$ cat src/hw/rtl/drs_pkg.sv
// Shared types and constants for the decimal radix sorter.
package drs_pkg;

  localparam int unsigned VAL_W   = 31;
  localparam int unsigned RADIX   = 10;
  localparam int unsigned DIG_W   = 4;
  localparam int unsigned ENTRY_W = 2 * VAL_W;
  // Reciprocal of ten: floor(q * RECIP10 / 2**RECIP_SH) == q / 10 for any 32-bit q.
  localparam logic [31:0] RECIP10  = 32'hCCCC_CCCD;
  localparam int unsigned RECIP_SH = 35;
  localparam int unsigned PROD_W   = VAL_W + 32;

  typedef enum logic [3:0] {
    ST_LOAD,
    ST_CHECK,
    ST_HIST_GO,
    ST_HIST_RUN,
    ST_PREFIX,
    ST_PLACE_GO,
    ST_PLACE_RUN,
    ST_FLIP,
    ST_OUT_RD,
    ST_OUT_LD,
    ST_OUT_WAIT
  } drs_state_t;

  typedef struct packed {
    logic loading;
    logic clear_counts;
    logic start_hist;
    logic start_place;
    logic prefix_step;
    logic flip;
    logic rd_out;
    logic load_out;
    logic next_out;
    logic clear_set;
  } drs_cmd_t;

  typedef struct packed {
    logic sweep_busy;
    logic prefix_last;
    logic lq_zero;
    logic out_done;
    logic out_last;
  } drs_stat_t;

endpackage

$ cat src/hw/rtl/drs_ctrl.sv
// Sequencer for loading, digit passes and draining of the sorted set.
module drs_ctrl
  import drs_pkg::*;
(
  input  logic      clk,
  input  logic      rst_n,
  input  logic      in_valid,
  input  logic      in_last,
  input  drs_stat_t stat,
  output drs_cmd_t  cmd
);

  drs_state_t state_r, state_nxt;

  always_ff @(posedge clk) begin
    if (!rst_n) begin
      state_r <= ST_LOAD;
    end else begin
      state_r <= state_nxt;
    end
  end

  always_comb begin
    state_nxt = state_r;
    unique case (state_r)
      ST_LOAD:      if (in_valid && in_last) state_nxt = ST_CHECK;
      ST_CHECK:     state_nxt = stat.lq_zero ? ST_OUT_RD : ST_HIST_GO;
      ST_HIST_GO:   state_nxt = ST_HIST_RUN;
      ST_HIST_RUN:  if (!stat.sweep_busy) state_nxt = ST_PREFIX;
      ST_PREFIX:    if (stat.prefix_last) state_nxt = ST_PLACE_GO;
      ST_PLACE_GO:  state_nxt = ST_PLACE_RUN;
      ST_PLACE_RUN: if (!stat.sweep_busy) state_nxt = ST_FLIP;
      ST_FLIP:      state_nxt = ST_CHECK;
      ST_OUT_RD:    state_nxt = ST_OUT_LD;
      ST_OUT_LD:    state_nxt = ST_OUT_WAIT;
      ST_OUT_WAIT: begin
        if (stat.out_done) begin
          state_nxt = stat.out_last ? ST_LOAD : ST_OUT_RD;
        end
      end
      default:      state_nxt = ST_LOAD;
    endcase
  end

  always_comb begin
    cmd = '0;
    unique case (state_r)
      ST_LOAD:      cmd.loading = 1'b1;
      ST_CHECK:     cmd.clear_counts = 1'b1;
      ST_HIST_GO:   cmd.start_hist = 1'b1;
      ST_PREFIX:    cmd.prefix_step = 1'b1;
      ST_PLACE_GO:  cmd.start_place = 1'b1;
      ST_FLIP:      cmd.flip = 1'b1;
      ST_OUT_RD:    cmd.rd_out = 1'b1;
      ST_OUT_LD:    cmd.load_out = 1'b1;
      ST_OUT_WAIT: begin
        cmd.next_out  = stat.out_done && !stat.out_last;
        cmd.clear_set = stat.out_done && stat.out_last;
      end
      default:      cmd = '0;
    endcase
  end

endmodule

$ cat config.mk
export PLATFORM = sky130hd
export DESIGN_NAME = drs_ctrl
export DESIGN_NICKNAME = d
export VERILOG_FILES = /design/src/hw/rtl/drs_pkg.sv /design/src/hw/rtl/drs_ctrl.sv
export SDC_FILE = /design/constraint.sdc
export NUM_CORES = 1
export LEC_CHECK = 0
export BUFFER_PORTS_ARGS = -buffer_cell sky130_fd_sc_hd__buf_2
export CORE_AREA = 3 3 40 42
export CTS_BUF_LIST = sky130_fd_sc_hd__clkbuf_4 sky130_fd_sc_hd__clkbuf_8
export DETAILED_ROUTE_END_ITERATION = 7
export DIE_AREA = 0 0 43 45
export GPL_TIMING_DRIVEN = 0
export PLACE_DENSITY = 0.69
export SETUP_SLACK_MARGIN = 0.5
export SLEW_MARGIN = 15
export SYNTH_ARGS = -nofsm -noshare
export SYNTH_HDL_FRONTEND = slang
export SYNTH_SLANG_ARGS = --single-unit
$ cat constraint.sdc
create_clock -name clk -period 1.2 [get_ports clk]
set_input_delay 0.12 -clock clk [delete_from_list [all_inputs] [get_ports clk]]
set_output_delay 0.12 -clock clk [all_outputs]
set_load 0.03 [all_outputs]
* Word level (Yosys, flattened, before mapping)
Cells that the tools add are included.
** Storage, ports and cells
- Register bits :: 4
- Input port bits :: 9
** Operators by class
- Equal/unequal tests :: 15
- Mux-type cells :: 17
- Reductions and logical operators :: 6
** Operators with widths (count)
- $pmux W4 S11 :: 1
- $mux W4 :: 7
- $eq A4 B3 Y1 const B :: 4
- $eq A4 B4 Y1 const B :: 3
- $ne A2 B2 Y1 const B :: 5
- $eq A4 B2 Y1 const B :: 2
- $mux W1 :: 8
- $reduce_and A5 Y1 :: 1
- $eq A4 B1 Y1 const B :: 1
- $logic_not A4 Y1 :: 1
- $logic_and A1 B1 Y1 :: 3
- $mux W2 :: 1
- $logic_not A1 Y1 :: 1

* Longest topological paths before layout
Gate-level depths: netlist (run 1).
- Depth after elaboration :: 3
- Depth in mapped cells :: 4
- Gate-level depth less buffers :: 3

* Worst setup path after synthesis (run 1)
OpenSTA, ideal clock, no wires.
- Path kind :: register to output
- Start :: reg state_r[3]
- End :: out cmd[7] (netlist name)
- Data arrival time :: 1.566 ns
- Required time :: 1.080 ns
- Path slack :: -0.486 ns
- Cell stages (with the launch flop) :: 3
- Path through :: dfxtp_1 -> buf_2 -> nor4b_1
** RTL lines
- start: declaration :: line drs_ctrl.sv:13 : drs_state_t state_r, state_nxt;
- start signal: assignment :: line drs_ctrl.sv:19 : state_r <= state_nxt;
- end: declaration :: line drs_ctrl.sv:10 : output drs_cmd_t cmd

==> results of run 1 <==
==> synthesized netlist by cell type, drive strengths merged <==
cell type	instances	area share [%]
nand4b	1	2.1
o21a	1	1.8
or2	1	1.5
nor3b	1	1.8
nand2b	3	4.6
a2111o	1	2.7
and4b	1	2.4
a21oi	1	1.2
and3	1	1.5
o21ai	3	4.6
and4bb	3	9.1
a31oi	1	1.5
a211oi	1	1.8
nand2	7	6.4
o31ai	1	1.8
nor4b	2	5.8
nor2	8	7.3
dfxtp	4	20
or3b	1	2.1
buf	4	7.9
nor3	2	2.4
and3b	2	4.9
mux2i	1	2.4
o32a	1	2.4
==> metrics by stage <==
step	hold slack [ns]	TNS, ns	utilization, %
finish	0.182	-1.42	71.5
global route	0.185	-2.04	71.5
CTS	0.147	-1.62	66.5
detailed placement	0.411	-0.310	48.4
global placement	0.407	-0.281	48.4
floorplan	0.256	0	-
==> metal layers <==
layer | global-route usage, % | routed length, µm | share of wire, %
met1 | 16.4 | 582 | 40
met2 | 28.1 | 793 | 54
met3 | 0.797 | 74 | 5.1
met4 | 8.43 | 7 | 0.48
met5 | 0 | 0 | 0
==> logic make-up (layout without fill, tap and decap cells) <==
group                  count (synthesis)  in the layout
AO/OA/AOI/OAI                         10             10
flip-flops                             4              4
buffers and inverters                  4             39
AND/OR/NAND/NOR                       33             33
multiplexers                           1              1
==> worst max-delay path, stage by stage, from the launching register on <==
cell and delay [ns]:
sky130_fd_sc_hd__dfxtp_4 0.35, sky130_fd_sc_hd__buf_8 0.12, sky130_fd_sc_hd__and4bb_2 0.30, sky130_fd_sc_hd__and3_4 0.18, sky130_fd_sc_hd__buf_6 0.13
==> layout make-up <==
| class | count | area share [%] |
|---|---|---|
| multi-input cells | 44 | 48.5 |
| well taps | 15 | 2.04 |
| repair buffers | 31 | 29.4 |
| plain buffers | 4 | 6.68 |
| clock buffers | 4 | 3.27 |
| flip-flops and latches | 4 | 10.1 |
==> what timing repair did <==
| item | 4_1_cts | 5_1_grt |
|---|---|---|
| gates resized for setup | 36 | 9 |
| setup endpoints to repair | 14 | 14 |
| buffers inserted | 10 | 3 |
| pin swaps | 7 | 6 |
==> power breakdown <==
| group | total (µW) | switching [µW] | internal [µW] |
|---|---|---|---|
| Clock | 204 | 56.6 | 147 |
| Combinational | 235 | 112 | 123 |
| Sequential | 150 | 12.6 | 137 |
| Total | 589 | 181 | 408 |
==> path summary, 6_finish.rpt <==
check	cells past startpoint	endpoint	slack, ns
max	4	cmd[0]	-0.24
min	2	state_r[2]	0.18
max reg2reg	4	state_r[0]	-0.12
min reg2reg	3	state_r[1]	0.65
==> results.tsv, run 1 <==
stage	metric	value	unit
clock_network	CTS max path bufs	2	
finish	layout cell share with drive strength beyond 1	80.5	%
logic_synthesis	largest family of logic cells by synthesized area	simple AND/OR/NAND/NOR gates	
clock_network	clock sink total	4	
finish	registers with the highest flip-flop counts	state_r x4	
floorplan	die extent in y	45	µm
timing	setup ws final	-0.245	ns
finish	max FFs per register	4	
logic_synthesis	fraction of the mapped netlist area in simple logic gates	52.1	%
route	Detailed Routing Iterations Pass 1	4	
finish	multi-input logic area	445	µm²
floorplan	number of placement rows	13	
logic_synthesis	post-synthesis share of cell area spent on full adders, half adders and majority gates	0	%
finish	area occupied by registers	92.6	µm²
route	WL/cell	14.3	µm
placement	weighted congestion reported at the end of routability-driven placement	0.781	
critical_path	required arrival time at the worst endpoint	1.08	ns
power_and_ir_drop	power consumption	589	µW
finish	most used cells in the layout excluding fill and tap cells	sky130_fd_sc_hd__buf_6 (11), sky130_fd_sc_hd__buf_4 (11), sky130_fd_sc_hd__buf_2 (8), sky130_fd_sc_hd__nor2_4 (7)	
critical_path	crit path launch type	register	
timing	final count of hold timing violations	0	
finish	number of nets in the layout	97	
clock_network	clock insertion delay at the later pin of the skew report	0.24	ns
logic_synthesis	count of cell types in the netlist	28	
run_status	violations in the final reports	setup timing	
logic_synthesis	multiplexer share of the synthesized area	2.44	%
logic_synthesis	number of warnings issued by yosys	0	
placement	DP Wirelength	833	µm
finish	filler instances	97	
clock_network	clock tree root driver cell	sky130_fd_sc_hd__clkbuf_4	
logic_synthesis	Synth Area in Compound Gates	18.0	%
timing	Slew Limit Headroom	81.7	%
route	total wirelength of the detailed-routed design	1460	µm
power_and_ir_drop	worst-case vdd ir drop	0.635	mV
run_status	result of the run	complete, but fails checks	
finish	register containing the most flip-flops in the final layout	state_r	
timing	count of final setup violators	13	
placement	total cell area at the placement stage	622	µm²
route	post-route DRC violation count	0	
logic_synthesis	synthesized area	410	µm²
finish	post-synthesis to final-layout area growth	124	%
grt	Global Route Usage Sum	14.8	%
job	max_cap viols	0	
power_and_ir_drop	total power per unit cell area	641	nW/µm²
grt	largest net degree at the start of global routing	11	
power_and_ir_drop	P_leak	0.000363	µW
floorplan	total core area	1280	µm²
grt	vias in the first global route	538	
timing	worst-case clock skew	0.00732	ns
route	1st-iter DRT viols	11	
placement	cell count after placement	85	
critical_path	startpoint of the worst register-to-register path	state_r[2]	
timing	number of max-slew violations in the final report	0	
clock_network	clock tree from TritonCTS	built	
logic_synthesis	flop and latch count out of synthesis	4	
logic_synthesis	Syn Nets	61	
floorplan	IO Pins	19	
finish	Finished Layout Cells	102	
logic_synthesis	post-synthesis instance total	52	
finish	Ant. Diodes	0	
logic_synthesis	mean instance size in the synthesized netlist	7.89	µm²
finish	post-route design area	918	µm²
grt	initial antenna violation count	0	
placement	total of buffers placed on input and output ports	18	
grt	total grt overflow	0	
hold_path	path type of the worst min-delay path	input port to register	
timing	post-route minimum period	1.44	ns
placement	pre-CTS worst setup slack	-0.0607	ns
logic_synthesis	fraction of synthesized cell area in xor and xnor cells	0	%
timing	maximum operating frequency	0.692	GHz
clock_network	hold bufs inserted after CTS	0	
critical_path	kind of end point of the critical path	output pin	
timing	actual slew at the worst max-slew pin	0.274	ns
floorplan	Die ar.	1940	µm²
timing	unrepaired setup endpoints after global routing	yes	
critical_path	Worst Path Arrival	1.32	ns
critical_path	Setup CP Type	register to output pin	
floorplan	floorplan die width	43	µm
clock_network	number of clock buffers inserted by TritonCTS	3	
clock_network	Clock transition at path regs	0.04	ns
timing	post-route clock period utilization	120	%
grt	first-pass GRT wire length	2240	µm
critical_path	critical path launch point	state_r[2]	
route	vias after detailed routing	552	
route	Antenna Violating Nets Remaining	0	
route	drt via density	5.41	
hold_path	origin of the worst min-delay path	rst_n	
critical_path	largest fanout of any net on the critical path	4	
clock_network	deepest level of the CTS H-tree	1	
logic_synthesis	sequential fraction of the synthesis area	19.5	%
floorplan	Initial Util	31.9	%
Note: power is estimated with default switching activity, not from simulation.
==> inputs of run 2 (changes only) <==
--- a/config.mk
+++ b/config.mk
@@ -6,11 +6,12 @@
 export NUM_CORES = 1
 export LEC_CHECK = 0
 export BUFFER_PORTS_ARGS = -buffer_cell sky130_fd_sc_hd__buf_2
-export CORE_AREA = 3 3 40 42
+export CORE_AREA = 2 2 39 41
 export CTS_BUF_LIST = sky130_fd_sc_hd__clkbuf_4 sky130_fd_sc_hd__clkbuf_8
 export DETAILED_ROUTE_END_ITERATION = 7
-export DIE_AREA = 0 0 43 45
+export DIE_AREA = 0 0 41 43
 export GPL_TIMING_DRIVEN = 0
+export HOLD_SLACK_MARGIN = 0.12
 export PLACE_DENSITY = 0.69
 export SETUP_SLACK_MARGIN = 0.5
 export SLEW_MARGIN = 15
==> run 2 against run 1 <==
Compared with the run above: the flow still finishes with violations (setup timing); flip-flop and latch count unchanged; non-clock buffer count up 4; setup slack worse by 0.00081 ns; sequential share of layout area down 0.43 points; routed wire length grew 7.3%; critical path type unchanged; highest routed layer unchanged.
==> results.tsv, run 2 (synthesis gave the netlist of run 1 again) <==
stage	metric	value	unit	change
run_status	result of the run	complete, but fails checks		
run_status	violations in the final reports	setup timing		
placement	total of buffers placed on input and output ports	18		unchanged
clock_network	clock tree root driver cell	sky130_fd_sc_hd__clkbuf_4		
timing	setup ws final	-0.245	ns	-0.000805 ns
critical_path	kind of end point of the critical path	output pin		
floorplan	floorplan die width	41	µm	-4.7%
critical_path	worst reg-to-reg path cell count	5		+1
finish	area occupied by registers	92.6	µm²	unchanged
timing	maximum operating frequency	0.692	GHz	about the same
power_and_ir_drop	total power per unit cell area	642	nW/µm²	+0.19%
finish	post-synthesis to final-layout area growth	134	%	
placement	DP Wirelength	826	µm	-0.73%
critical_path	startpoint of the worst register-to-register path	state_r[2]		
floorplan	IO Pins	19		unchanged
route	post-route DRC violation count	0		unchanged
route	drt via density	5.13		-5.2%
power_and_ir_drop	worst-case vdd ir drop	0.529	mV	-17%
timing	actual slew at the worst max-slew pin	0.320	ns	+0.0463 ns
route	vias after detailed routing	549		-0.54%
critical_path	largest fanout of any net on the critical path	5		+1
grt	Global Route Usage Sum	18.6	%	+3.8 points
timing	post-route clock period utilization	120	%	about the same
grt	initial antenna violation count	0		unchanged
timing	Slew Limit Headroom	78.6	%	-3.0 points
finish	filler instances	96		-1.0%
finish	registers with the highest flip-flop counts	state_r x4		
timing	Setup TNS Final	-2.12	ns	-0.700 ns
timing	worst-case clock skew	0.00993	ns	+0.00261 ns
route	WL/cell	14.6	µm	+2.3%
grt	total grt overflow	0		unchanged
finish	most common library cell in the layout ignoring fill and taps	sky130_fd_sc_hd__buf_6		
timing	number of max-slew violations in the final report	0		unchanged
finish	most used cells in the layout excluding fill and tap cells	sky130_fd_sc_hd__buf_6 (16), sky130_fd_sc_hd__buf_4 (11), sky130_fd_sc_hd__buf_2 (8), sky130_fd_sc_hd__nor2_4 (6), sky130_fd_sc_hd__clkbuf_4 (4)		
route	total wirelength of the detailed-routed design	1560	µm	+7.3%
grt	first-pass GRT wire length	2280	µm	+1.9%
critical_path	Worst Path Arrival	1.33	ns	about the same
critical_path	critical path launch point	state_r[2]		
placement	weighted congestion reported at the end of routability-driven placement	0.745		-4.6%
route	Antenna Violating Nets Remaining	0		unchanged
clock_network	number of clock buffers inserted by TritonCTS	3		unchanged
hold_path	path type of the worst min-delay path	input port to register		
job	max_cap viols	0		unchanged
floorplan	die extent in y	43	µm	-4.4%
grt	largest net degree at the start of global routing	11		unchanged
grt	vias in the first global route	556		+3.3%
critical_path	required arrival time at the worst endpoint	1.08	ns	about the same
hold_path	origin of the worst min-delay path	rst_n		
clock_network	Clock transition at path regs	0.04	ns	about the same
clock_network	CTS max path bufs	2		unchanged
critical_path	cells along the critical path	buf_8 > and4bb_2 > and3_4 > buf_6		
placement	cell count after placement	86		+1.2%
critical_path	reg-to-reg critical path endpoint	state_r[1]		
floorplan	Die ar.	1760	µm²	-8.9%
finish	Finished Layout Cells	107		+4.9%
critical_path	biggest cell delay along the critical path	0.35	ns	about the same
route	Detailed Routing Iterations Pass 1	2		-2
floorplan	total core area	1380	µm²	+7.7%
route	1st-iter DRT viols	3		-8
finish	share of the core filled with cells in the final layout	69.3	%	-2.1 points
clock_network	hold bufs inserted after CTS	0		unchanged
power_and_ir_drop	power consumption	616	µW	+4.7%
finish	register containing the most flip-flops in the final layout	state_r		
power_and_ir_drop	P_leak	0.000409	µW	+13%
finish	layout cell share with drive strength beyond 1	79.1	%	-1.3 points
hold_path	hold-critical path depth	2		unchanged
timing	unrepaired setup endpoints after global routing	yes		
clock_network	clock sink total	4		unchanged
timing	final count of hold timing violations	0		unchanged
critical_path	setup slack on the worst flop-to-flop path	-0.16	ns	-0.04 ns
critical_path	Critical Path Slowest Stage Cell	sky130_fd_sc_hd__dfxtp_4		
floorplan	Initial Util	29.7	%	-2.3 points
floorplan	number of placement rows	14		+1
clock_network	clock insertion delay at the later pin of the skew report	0.24	ns	about the same
critical_path	number of buffers and inverters on the critical path	2		unchanged
finish	multi-input logic area	437	µm²	-2.0%
clock_network	deepest level of the CTS H-tree	1		unchanged
timing	post-route minimum period	1.45	ns	+0.000805 ns
hold_path	endpoint of the worst hold path	state_r[2]		
timing	count of final setup violators	13		unchanged
critical_path	Setup CP Type	register to output pin		
placement	pre-CTS worst setup slack	-0.0971	ns	-0.0363 ns
clock_network	clock tree from TritonCTS	built		
finish	number of nets in the layout	101		+4.1%
critical_path	Largest delay share family, worst path	simple AND/OR/NAND/NOR gates		
finish	Ant. Diodes	0		unchanged
critical_path	crit path launch type	register		
finish	max FFs per register	4		unchanged
==> run 2: changes by cell type in the layout (fill, tap and decap cells not counted), sizes merged <==
cell	change
buf	+3
bufbuf	+1
==> run 2: report_power, final <==
| part | switching [µW] | internal, µW | total (µW) |
|---|---|---|---|
| Clock | 63.6 | 148 | 211 |
| Combinational | 119 | 138 | 257 |
| Sequential | 11.0 | 137 | 148 |
==> run 2: repair_timing <==
item / CTS / global route
setup buffers: 13 / 3
pin swaps: 6 / 10
resized for setup: 39 / 6
cloned: 1 / 0
setup endpoints to repair: 14 / 14
==> run 2: worst max-delay path by stage <==
stage | endpoint | slack, ns | depth (start not counted)
5_1_grt | cmd[0] | -0.27 | 4
4_1_cts | cmd[0] | -0.23 | 4
3_5_place_dp | state_r[0] | -0.1 | 3
2_1_floorplan | state_r[0] | 0.04 | 3
3_3_place_gp | state_r[0] | -0.07 | 3
6_report | cmd[0] | -0.25 | 4
==> run 2: metrics by stage <==
step / cell area (µm²) / hold slack, ns
6_report: 960 / 0.168
5_1_grt: 960 / 0.158
4_1_cts: 910 / 0.164
3_5_place_dp: 623 / 0.414
3_3_place_gp: 623 / 0.413
2_1_floorplan: 513 / 0.256
==> run 2: final cells by class <==
cell class	instances	area share [%]
multi-input combinational	44	45.5
buffer	4	5.87
tap	16	2.09
sequential	4	9.65
timing repair buffer	35	33.8
clock buffer	4	3.13
==> run 2: layer usage <==
| metal | vias up | wire [µm] | track usage, % |
|---|---|---|---|
| met4 | 0 | 7 | 4.00 |
| li1 | 274 | - | - |
| met1 | 257 | 652 | 23.3 |
| met3 | 2 | 58 | 1.57 |
| met2 | 16 | 845 | 32.5 |
| met5 | - | 0 | 0 |
